==> src/rtl/core/ceq_pkg.sv <==
// Shared types and codes for the coalescing event queue.
// Used by ceq_ctrl, ceq_dp and coalescing_event_queue; depends on nothing.
package ceq_pkg;

  localparam logic OP_POST  = 1'b0;
  localparam logic OP_DRAIN = 1'b1;

  localparam logic [1:0] KIND_ACK   = 2'd0;
  localparam logic [1:0] KIND_ENTRY = 2'd1;
  localparam logic [1:0] KIND_EMPTY = 2'd2;

  localparam logic STATUS_OK    = 1'b0;
  localparam logic STATUS_RANGE = 1'b1;

  typedef struct packed {
    logic       opcode;
    logic [7:0] event_id;
  } ceq_in_t;

  typedef struct packed {
    logic [1:0]  kind;
    logic        status;
    logic [7:0]  event_out;
    logic [15:0] occurrences;
    logic        last;
  } ceq_out_t;

  // Commands from the controller to the datapath.
  typedef struct packed {
    logic post_read;
    logic post_write;
    logic reject;
    logic drain_empty;
    logic drain_start;
    logic drain_issue;
    logic clear;
  } ceq_cmd_t;

  // Status from the datapath to the controller.
  typedef struct packed {
    logic op_drain;
    logic in_range;
    logic queue_empty;
    logic issue_last;
    logic drain_done;
  } ceq_sts_t;

endpackage

==> src/rtl/core/ceq_ctrl.sv <==
// Controller state machine of the coalescing event queue.
// Depends on ceq_pkg for the command and status structs.
module ceq_ctrl (
  input  logic              clk,
  input  logic              rst,
  input  logic              start,
  input  ceq_pkg::ceq_sts_t sts,
  output logic              busy,
  output ceq_pkg::ceq_cmd_t cmd
);
  import ceq_pkg::*;

  localparam logic [1:0] S_IDLE  = 2'd0;
  localparam logic [1:0] S_POST  = 2'd1;
  localparam logic [1:0] S_DRAIN = 2'd2;
  localparam logic [1:0] S_FLUSH = 2'd3;

  logic [1:0] state;
  logic [1:0] state_next;

  always_ff @(posedge clk) begin
    if (rst) begin
      state <= S_IDLE;
    end else begin
      state <= state_next;
    end
  end

  assign busy = (state != S_IDLE);

  always_comb begin
    cmd        = '0;
    state_next = state;
    unique case (state)
      S_IDLE: begin
        if (start) begin
          if (sts.op_drain) begin
            if (sts.queue_empty) begin
              cmd.drain_empty = 1'b1;
              cmd.clear       = 1'b1;
            end else begin
              cmd.drain_start = 1'b1;
              state_next      = S_DRAIN;
            end
          end else if (sts.in_range) begin
            cmd.post_read = 1'b1;
            state_next    = S_POST;
          end else begin
            cmd.reject = 1'b1;
          end
        end
      end
      S_POST: begin
        cmd.post_write = 1'b1;
        state_next     = S_IDLE;
      end
      S_DRAIN: begin
        cmd.drain_issue = 1'b1;
        if (sts.issue_last) begin
          state_next = S_FLUSH;
        end
      end
      S_FLUSH: begin
        // Wait for the last entry to leave the read pipeline.
        if (sts.drain_done) begin
          cmd.clear  = 1'b1;
          state_next = S_IDLE;
        end
      end
      default: begin
        state_next = S_IDLE;
      end
    endcase
  end

endmodule

==> src/rtl/core/ceq_dp.sv <==
// Datapath of the coalescing event queue: count memory with valid bits,
// order memory, queue length, drain read pipeline and result register.
// Depends on ceq_pkg for the payload, command and status structs.
module ceq_dp #(
  parameter int NUM_EVENTS = 64,
  parameter int COUNT_BITS = 16
) (
  input  logic              clk,
  input  logic              rst,
  input  ceq_pkg::ceq_in_t  item,
  input  ceq_pkg::ceq_cmd_t cmd,
  output ceq_pkg::ceq_sts_t sts,
  output ceq_pkg::ceq_out_t result,
  output logic              strobe
);
  import ceq_pkg::*;

  localparam int IDX_W = (NUM_EVENTS > 1) ? $clog2(NUM_EVENTS) : 1;
  localparam int LEN_W = $clog2(NUM_EVENTS + 1);
  localparam logic [COUNT_BITS-1:0] CNT_MAX = {COUNT_BITS{1'b1}};

  // Memories.
  logic [COUNT_BITS-1:0] cnt_mem [NUM_EVENTS];
  logic [IDX_W-1:0]      ord_mem [NUM_EVENTS];
  logic [NUM_EVENTS-1:0] valid;

  logic [LEN_W-1:0]      len;
  logic [IDX_W-1:0]      pos;
  logic [7:0]            ev_q;

  logic [COUNT_BITS-1:0] cnt_rd;
  logic                  vld_rd;
  logic [IDX_W-1:0]      ord_rd;
  logic [IDX_W-1:0]      cnt_raddr;

  // Drain pipeline tags.
  logic                  v1;
  logic                  l1;
  logic                  v2;
  logic                  l2;
  logic [IDX_W-1:0]      e2;

  logic [COUNT_BITS-1:0] cnt_cur;
  logic [COUNT_BITS-1:0] cnt_new;
  logic                  append;
  logic [31:0]           cnt_wide;
  logic [15:0]           occ_sat;

  assign sts.op_drain    = (item.opcode == OP_DRAIN);
  assign sts.in_range    = ({1'b0, item.event_id} < 9'(NUM_EVENTS));
  assign sts.queue_empty = (len == '0);
  assign sts.issue_last  = ((LEN_W'(pos) + LEN_W'(1)) == len);
  assign sts.drain_done  = v2 && l2;

  assign cnt_raddr = v1 ? ord_rd : item.event_id[IDX_W-1:0];

  // Post update: a count that is not valid reads as zero.
  assign cnt_cur = vld_rd ? cnt_rd : '0;
  assign cnt_new = (cnt_cur == CNT_MAX) ? cnt_cur : cnt_cur + COUNT_BITS'(1);
  assign append  = (cnt_cur == '0) && (len < LEN_W'(NUM_EVENTS));

  assign cnt_wide = 32'(cnt_cur);
  assign occ_sat  = (cnt_wide > 32'hFFFF) ? 16'hFFFF : cnt_wide[15:0];

  always_ff @(posedge clk) begin
    if (cmd.post_write) begin
      cnt_mem[ev_q[IDX_W-1:0]] <= cnt_new;
    end
    cnt_rd <= cnt_mem[cnt_raddr];
    vld_rd <= valid[cnt_raddr];
  end

  always_ff @(posedge clk) begin
    if (cmd.post_write && append) begin
      ord_mem[len[IDX_W-1:0]] <= ev_q[IDX_W-1:0];
    end
    ord_rd <= ord_mem[pos];
  end

  always_ff @(posedge clk) begin
    if (cmd.post_read) begin
      ev_q <= item.event_id;
    end
    l1 <= sts.issue_last;
    l2 <= l1;
    e2 <= ord_rd;
  end

  always_ff @(posedge clk) begin
    if (rst) begin
      valid <= '0;
      len   <= '0;
      pos   <= '0;
      v1    <= 1'b0;
      v2    <= 1'b0;
    end else begin
      v1 <= cmd.drain_issue;
      v2 <= v1;
      if (cmd.drain_start) begin
        pos <= '0;
      end else if (cmd.drain_issue) begin
        pos <= pos + IDX_W'(1);
      end
      if (cmd.clear) begin
        valid <= '0;
        len   <= '0;
      end else if (cmd.post_write) begin
        valid[ev_q[IDX_W-1:0]] <= 1'b1;
        if (append) begin
          len <= len + LEN_W'(1);
        end
      end
    end
  end

  // Result register.
  always_ff @(posedge clk) begin
    if (cmd.reject) begin
      result <= '{kind: KIND_ACK, status: STATUS_RANGE, event_out: item.event_id,
                  occurrences: 16'd0, last: 1'b1};
    end else if (cmd.post_write) begin
      result <= '{kind: KIND_ACK, status: STATUS_OK, event_out: ev_q,
                  occurrences: 16'd0, last: 1'b1};
    end else if (cmd.drain_empty) begin
      result <= '{kind: KIND_EMPTY, status: STATUS_OK, event_out: 8'd0,
                  occurrences: 16'd0, last: 1'b1};
    end else if (v2) begin
      result <= '{kind: KIND_ENTRY, status: STATUS_OK, event_out: 8'(e2),
                  occurrences: occ_sat, last: l2};
    end
  end

  always_ff @(posedge clk) begin
    if (rst) begin
      strobe <= 1'b0;
    end else begin
      strobe <= cmd.reject || cmd.post_write || cmd.drain_empty || v2;
    end
  end

endmodule

==> src/rtl/core/coalescing_event_queue.sv <==
// Coalescing event queue. An out-of-range post answers in the next cycle and leaves the block
// free; an in-range post holds it in S_POST, which writes its count back, and answers in the
// next cycle. A drain of a non-empty queue holds the block until its last entry has passed the
// two chained memory reads (order memory, then count memory), giving one beat a cycle; an
// empty drain answers in the next cycle. Results are strobed for one cycle; the receiver cannot
// stall. Reset (rst, synchronous) clears queue length and all count valid bits at once.
module coalescing_event_queue #(
  parameter int NUM_EVENTS = 64,
  parameter int COUNT_BITS = 16
) (
  input  logic              clk,
  input  logic              rst,
  input  logic              start,
  output logic              busy,
  input  ceq_pkg::ceq_in_t  item,
  output ceq_pkg::ceq_out_t result,
  output logic              strobe
);
  import ceq_pkg::*;

  // The controller sequences posts and drains; the datapath holds all storage.
  // Each in-range post reads the event's count, then writes it back incremented
  // (saturating), appending the event to the order memory on first arrival.
  // A drain walks the order memory, reads each queued event's count and emits
  // one beat per entry, flagging the final one, then clears every count by
  // dropping all valid bits at once.

  ceq_cmd_t cmd;
  ceq_sts_t sts;

  ceq_ctrl u_ctrl (
    .clk   (clk),
    .rst   (rst),
    .start (start),
    .sts   (sts),
    .busy  (busy),
    .cmd   (cmd)
  );

  ceq_dp #(
    .NUM_EVENTS (NUM_EVENTS),
    .COUNT_BITS (COUNT_BITS)
  ) u_dp (
    .clk    (clk),
    .rst    (rst),
    .item   (item),
    .cmd    (cmd),
    .sts    (sts),
    .result (result),
    .strobe (strobe)
  );

`ifndef NO_ASSERTIONS
  // An accepted post either keeps the block busy or answers in the next cycle.
  a_post_progress: assert property (@(posedge clk) disable iff (rst)
    (start && !busy && item.opcode == OP_POST) |=> (busy || strobe))
    else $error("post neither in progress nor answered");

  // A beat shown while the block is free must close its item.
  a_idle_last: assert property (@(posedge clk) disable iff (rst)
    (strobe && !busy) |-> result.last)
    else $error("non-final beat after block went idle");

  // Only a post acknowledgement can carry a range rejection.
  a_status_ok: assert property (@(posedge clk) disable iff (rst)
    (strobe && result.kind != KIND_ACK) |-> (result.status == STATUS_OK))
    else $error("drain beat carries a rejection status");

  // A drain that finds work keeps the block busy in the next cycle.
  a_drain_busy: assert property (@(posedge clk) disable iff (rst)
    (start && !busy && item.opcode == OP_DRAIN && !sts.queue_empty) |=> busy)
    else $error("drain of a non-empty queue did not occupy the block");
`endif

endmodule

==> config.mk <==
export PLATFORM = sky130hd
export DESIGN_NAME = coalescing_event_queue
export DESIGN_NICKNAME = d
export VERILOG_FILES = /design/src/rtl/core/ceq_pkg.sv /design/src/rtl/core/ceq_ctrl.sv /design/src/rtl/core/ceq_dp.sv /design/src/rtl/core/coalescing_event_queue.sv
export SDC_FILE = /design/constraint.sdc
export NUM_CORES = 2
export LEC_CHECK = 0
export BUFFER_PORTS_ARGS = -buffer_cell sky130_fd_sc_hd__buf_4
export CAP_MARGIN = 20
export CORE_MARGIN = 1.5
export CORE_UTILIZATION = 28
export DETAILED_ROUTE_END_ITERATION = 6
export PLACE_DENSITY_LB_ADDON = 0.1
export REMOVE_ABC_BUFFERS = 1
export SLEW_MARGIN = 15
export SYNTH_ARGS = -nofsm -noshare
export SYNTH_HDL_FRONTEND = slang
export SYNTH_SLANG_ARGS = --single-unit
export TNS_END_PERCENT = 1
==> constraint.sdc <==
create_clock -name clk -period 14.3 [get_ports clk]
set_input_delay 1.43 -clock clk [delete_from_list [all_inputs] [get_ports clk]]
set_output_delay 1.43 -clock clk [all_outputs]
set_load 0.05 [all_outputs]
---- After elaboration in Yosys (flattened, before gate mapping) ----
Memories as Yosys holds them, arrays and structs flattened. A register that Yosys moved wholly into a read port is not among the register bits.
Cells that the tools add are included.
storage, ports and cells
  bits in registers ....................... 127
  RAM bits ................................ 1,408
  input bits .............................. 12
  output and inout bits ................... 30
  logic and storage cells ................. 101
  memories kept ........................... 2
memories
  memory        words  width  read ports  clocked after memory_dff  write ports  RTL line      text
  u_dp.cnt_mem  64     16     1           1                         1            ceq_dp.sv:23  logic [COUNT_BITS-1:0] cnt_mem [NUM_EVENTS];
  u_dp.ord_mem  64     6      1           1                         1            ceq_dp.sv:24  logic [IDX_W-1:0] ord_mem [NUM_EVENTS];
operators by class
  add/subtract/negate cells ............... 4
  magnitude comparators ................... 6
  eq/ne operators ......................... 10
  muxes and demuxes ....................... 40
  bitwise gates (word level) .............. 1
  reductions and logical operators ........ 20
operators by type and width
  kind                   count
  $or 64x64->64          1
  $mux 28                2
  $mux 16                3
  $mux 26                1
  $mux 25                1
  $mux 1                 19
  $add 16x1->16 const B  1
  $eq 16x16->1 const B   1
  $gt 16x16->1 const B   1
  $logic_not 16->1       1
  $lt 6x7->1 const B     2
  $mux 2                 7
  $lt 8x7->1 const B     1
  $pmux 2 s4             1
  $add 6x1->7 const B    1
  $add 7x1->7 const B    1
  $eq 7x7->1             1
  $logic_not 7->1        1
  $lt 7x7->1 const B     1
  $add 6x1->6 const B    1
  $bmux 1 s6             1
  $demux 1 s6            1
  $ge 6x1->1 const B     1
  $mux 3                 2
  other kinds (17)       28

---- Logic depth before layout (Yosys ltp) ----
  depth after elaboration ................. 8
  mapped depth ............................ 10
  gate-level depth less buffers ........... 9

---- Cells and area by module ----
Synthesis repeated with hierarchy kept, for this count alone.
unflattened totals
  cell total of the unflattened synthesis .. 5,135
  area total of the unflattened synthesis .. 67,676.2 sq um
modules (own cells, without submodules)
  module    instances  cells an instance  area an instance (sq um)
  ceq_dp    1          5,103              67,393.4
  ceq_ctrl  1          32                 282.8

---- Worst setup path before layout ----
No wires, ideal clock.
  kind .................................... register -> register
  from .................................... register u_dp.vld_rd
  to ...................................... memory u_dp.cnt_mem[0][1], data pin
  library setup time ...................... 0.703 ns
  data arrival time ....................... 4.170 ns
  required time ........................... 13.597 ns
  slack ................................... 9.427 ns
  cell stages (with the launch flop) ...... 9
  period minus slack after synthesis ...... 4.873 ns
  cells stage by stage .................... dfxtp_1 -> clkbuf_1 -> nand2_1 -> inv_1 -> ha_1 -> nand4_1 -> nor2_1 -> nand4_1 -> o21ai_0
on the way
  cells in the longest elaborated chain, start to end .. 3
  elaborated cells between the ends (all ways) .. 4
  those cells by class .................... add/sub (1); eq/ne (1); mux (2)
RTL lines
  item                                                  RTL line      text
  from (decl)                                           ceq_dp.sv:32  logic vld_rd;
  from (signal assigned)                                ceq_dp.sv:70  vld_rd <= valid[cnt_raddr];
  $mux 16 *                                             ceq_dp.sv:58  assign cnt_cur = vld_rd ? cnt_rd : '0;
  $add 16x1->16 / $eq 16x16->1 (equally long branches)  ceq_dp.sv:59  assign cnt_new = (cnt_cur == CNT_MAX) ? cnt_cur : cnt_cur + COUNT_BITS'(1);
  $mux 16 *                                             ceq_dp.sv:59
  named net u_dp.cnt_new[1]                             ceq_dp.sv:44  logic [COUNT_BITS-1:0] cnt_new;
  to (decl)                                             ceq_dp.sv:23
Mark *: on every way through the listed nets, which the timed path passes. The rest lies on a longest branch.

---- Worst setup path after layout ----
  from .................................... input item[0] (netlist bit)
  to ...................................... register u_dp.cnt_rd[7], read port of u_dp.cnt_mem
on the way
  cells in the longest elaborated chain, start to end .. 1
RTL lines
  item         RTL line                      text
  from (decl)  coalescing_event_queue.sv:15  input ceq_pkg::ceq_in_t item,
  $mux 6       ceq_dp.sv:55                  assign cnt_raddr = v1 ? ord_rd : item.event_id[IDX_W-1:0];
  to (decl)    ceq_dp.sv:31                  logic [COUNT_BITS-1:0] cnt_rd;
Every way passes these cells.
A chain may end at the register's enable or synchronous reset.

==> impl_metrics.toml <==
[run_status]
status = "completed"

[floorplan]
core.rowCount = 181
io_pins = 42
core_mm2 = 0.243
start_util_pct = 28.2
die_h_um = 498
die-area_mm2 = 0.248
die_w_um = 498

[routing]
routedWlPerCell_um = 28.7
antenna_left = 0
drc_errors = 0
via_per_inst = 5.16
first_pass_iters = 5
num_vias = 43700
drt_wl_total_mm = 243
drt_iter0_drc = 3859

[final_layout]
layout-drive-gt1-share_pct = 13.8
finalNetCount = 5124
area_growth_pct = 14.9
fill_cells = 23900
design_area_mm2 = 0.0787

[clocking]
post_cts_buffers = 0
cts.clk_slew.worst_paths_ns = 0.06
hold_buffers = 0
cts_num_sinks = 1557
cts_tree = "yes"
max-clock-path-buffers = 3
cts_max_level = 4
cts-root-buf = "clkbuf_16"
clk_latency_ns = 0.87
ctsResizeCount = 0
cts_buffers = 180

[synthesis]
ys_types = 70
synthesis.area_mm2 = 0.0685
ys_async_sr_fraction_pct = 0
yosysMostFrequentCell = "edfxtp_1"
yosys.area.top_type_share_pct = 62.4
avgSynthCellArea_um2 = 13.4
synth_warnings = 0
ys_ff_latch = 1557
yosysSeqAreaShare_pct = 66.3
synth_edf_count = 1424
synth_top_area_cell = "edfxtp_1"
synth_ff_type = "edfxtp_1"
netlist_instances = 5114
synthTopCellsByCount = "edfxtp_1 (1424), nand2b_1 (775), a22oi_1 (408), nor2_1 (327), o22ai_1 (271)"
synthTopCellsByArea = "edfxtp_1 (62%), nand2b_1 (7.1%), a22oi_1 (4.5%)"

[timing]
setup_tns_ns = 0
drv_slew = 0
maxSlewHeadroom_pct = 25.5
tightestPinTransition_ns = 1.11
skew_ns = 0.0932
min_period_ns = 5.32
fmax_mhz = 188
rsz0062_at_grt = "no"
setup_viol = 0
hold_viol_final = 0
period_share_pct = 37.2

[critical_path]
critPathLaunchType = "input port"
crit_path_end_kind = "flop"
cp_max_fo = 96
worstSetupPathType = "in2reg"
critPathRequiredTime_ns = 15.05
cp.arrival_ns = 6.07

[pwr]
p_leak_nw = 24.4
p_per_area_mw_per_mm2 = 164
peakVddDrop_v = 0.000116

[grt]
antenna_found_initial = 14
grt_pass1_vias = 42900
grt_overflow = 0
grt_pass1_wl_mm = 342
grt_usage_pct = 19.3
grt_max_degree = 166

[flow_run]
maxCapViolations = 0

[place]
routabilityCongestion = 0.756
post-dp-hpwl_mm = 136
io_buffers = 41
dpl-instance-area_mm2 = 0.0728

[worst_hold_path]
worstHoldPathType = "reg2reg"
==> per-stage QoR <==
stage	hold WS [ns]	cells	power [mW]	worst slack (ns)	util, %
6_report	0.347	8461	12.9	8.98	32.4
5_1_grt	0.357	8457	13.4	8.72	32.3
4_1_cts	0.348	8451	13.1	8.95	32.3
3_5_place_dp	0.333	8121	8.49	8.03	29.9
3_3_place_gp	0.331	8110	8.47	8.10	29.9
2_1_floorplan	0.310	4753	7.30	1.97	-
==> flip-flops by register name, summed over array words and instances (netlist names), 7 cells and up <==
register	flops
u_dp.cnt_mem	1024
u_dp.len	7
u_dp.result	28
u_dp.ev_q	8
u_dp.ord_mem	384
u_dp.valid	64
u_dp.cnt_rd	16
==> cells by family after synthesis <==
kind of cell / synth area share [%]
mux: 4.37
xor+xnor: 0.345
compound gates: 12.9
buf+inv: 2.98
simple gates: 13.0
flops: 66.3
fa+ha+maj: 0.164
==> layout by cell type, fill, tap and decap left out, types with 42 or more instances in the layout <==
cell type,netlist,routed
o21ai_0,221,220
nand4_1,42,42
clkbuf_16,0,184
dfxtp_1,133,128
nor3_1,73,73
nor2_1,327,255
o22ai_1,271,271
edfxtp_1,1424,1424
clkbuf_1,195,47
buf_4,16,155
a22oi_2,51,51
mux4_2,123,123
a22oi_1,408,408
inv_1,81,81
a21oi_1,211,208
o21ai_1,52,52
nor2b_1,145,144
nand2b_1,775,775
nand2_1,115,115
==> layout make-up <==
cell class              instances  area [um2]  area share, %
flip-flops and latches       1557       45400           57.7
multi-input cells            3113       21700           27.6
clock buffers                 244        4960           6.30
well taps                    3202        4010           5.09
repair buffers                168        1410           1.79
clock inverters                86         851           1.08
inverters                      83         312          0.396
diodes                          8        20.0         0.0254
==> layer usage <==
metal | GRT usage, % | part of all wire [%] | up-vias
li1 | - | - | 19600
met1 | 26.9 | 46 | 22800
met2 | 30.9 | 47 | 993
met3 | 2.64 | 4.3 | 292
met4 | 5.80 | 2.7 | 4
met5 | 0 | 0.011 | -
==> worst max-delay path, stage by stage <==
cell and delay, ns:
buf_8 0.42, mux2_8 0.63, buf_4 0.75, buf_4 0.75, buf_4 0.79, a21oi_1 0.09
o31ai_1 0.69, nor4_1 0.11, nor4_1 0.23
==> path summary, 6_finish.rpt <==
check	endpoint	from	slack (ns)	cells after the start
setup / recovery	u_dp.cnt_rd[7]$_DFF_P_	item[0]	8.98	9
hold / removal	u_dp.l2$_DFF_P_	u_dp.l1$_DFF_P_	0.35	0
setup reg to reg	u_dp.cnt_rd[7]$_DFF_P_	u_dp.v1$_SDFF_PP0_	9.23	9
hold reg to reg	u_dp.l2$_DFF_P_	u_dp.l1$_DFF_P_	0.35	0
==> where the power goes <==
group          switching [mW]  internal [mW]
clock                    2.01           2.55
sequential              0.196           5.46
combinational            1.90          0.791
total                    4.11           8.80
(Power assumes the default switching activity.)
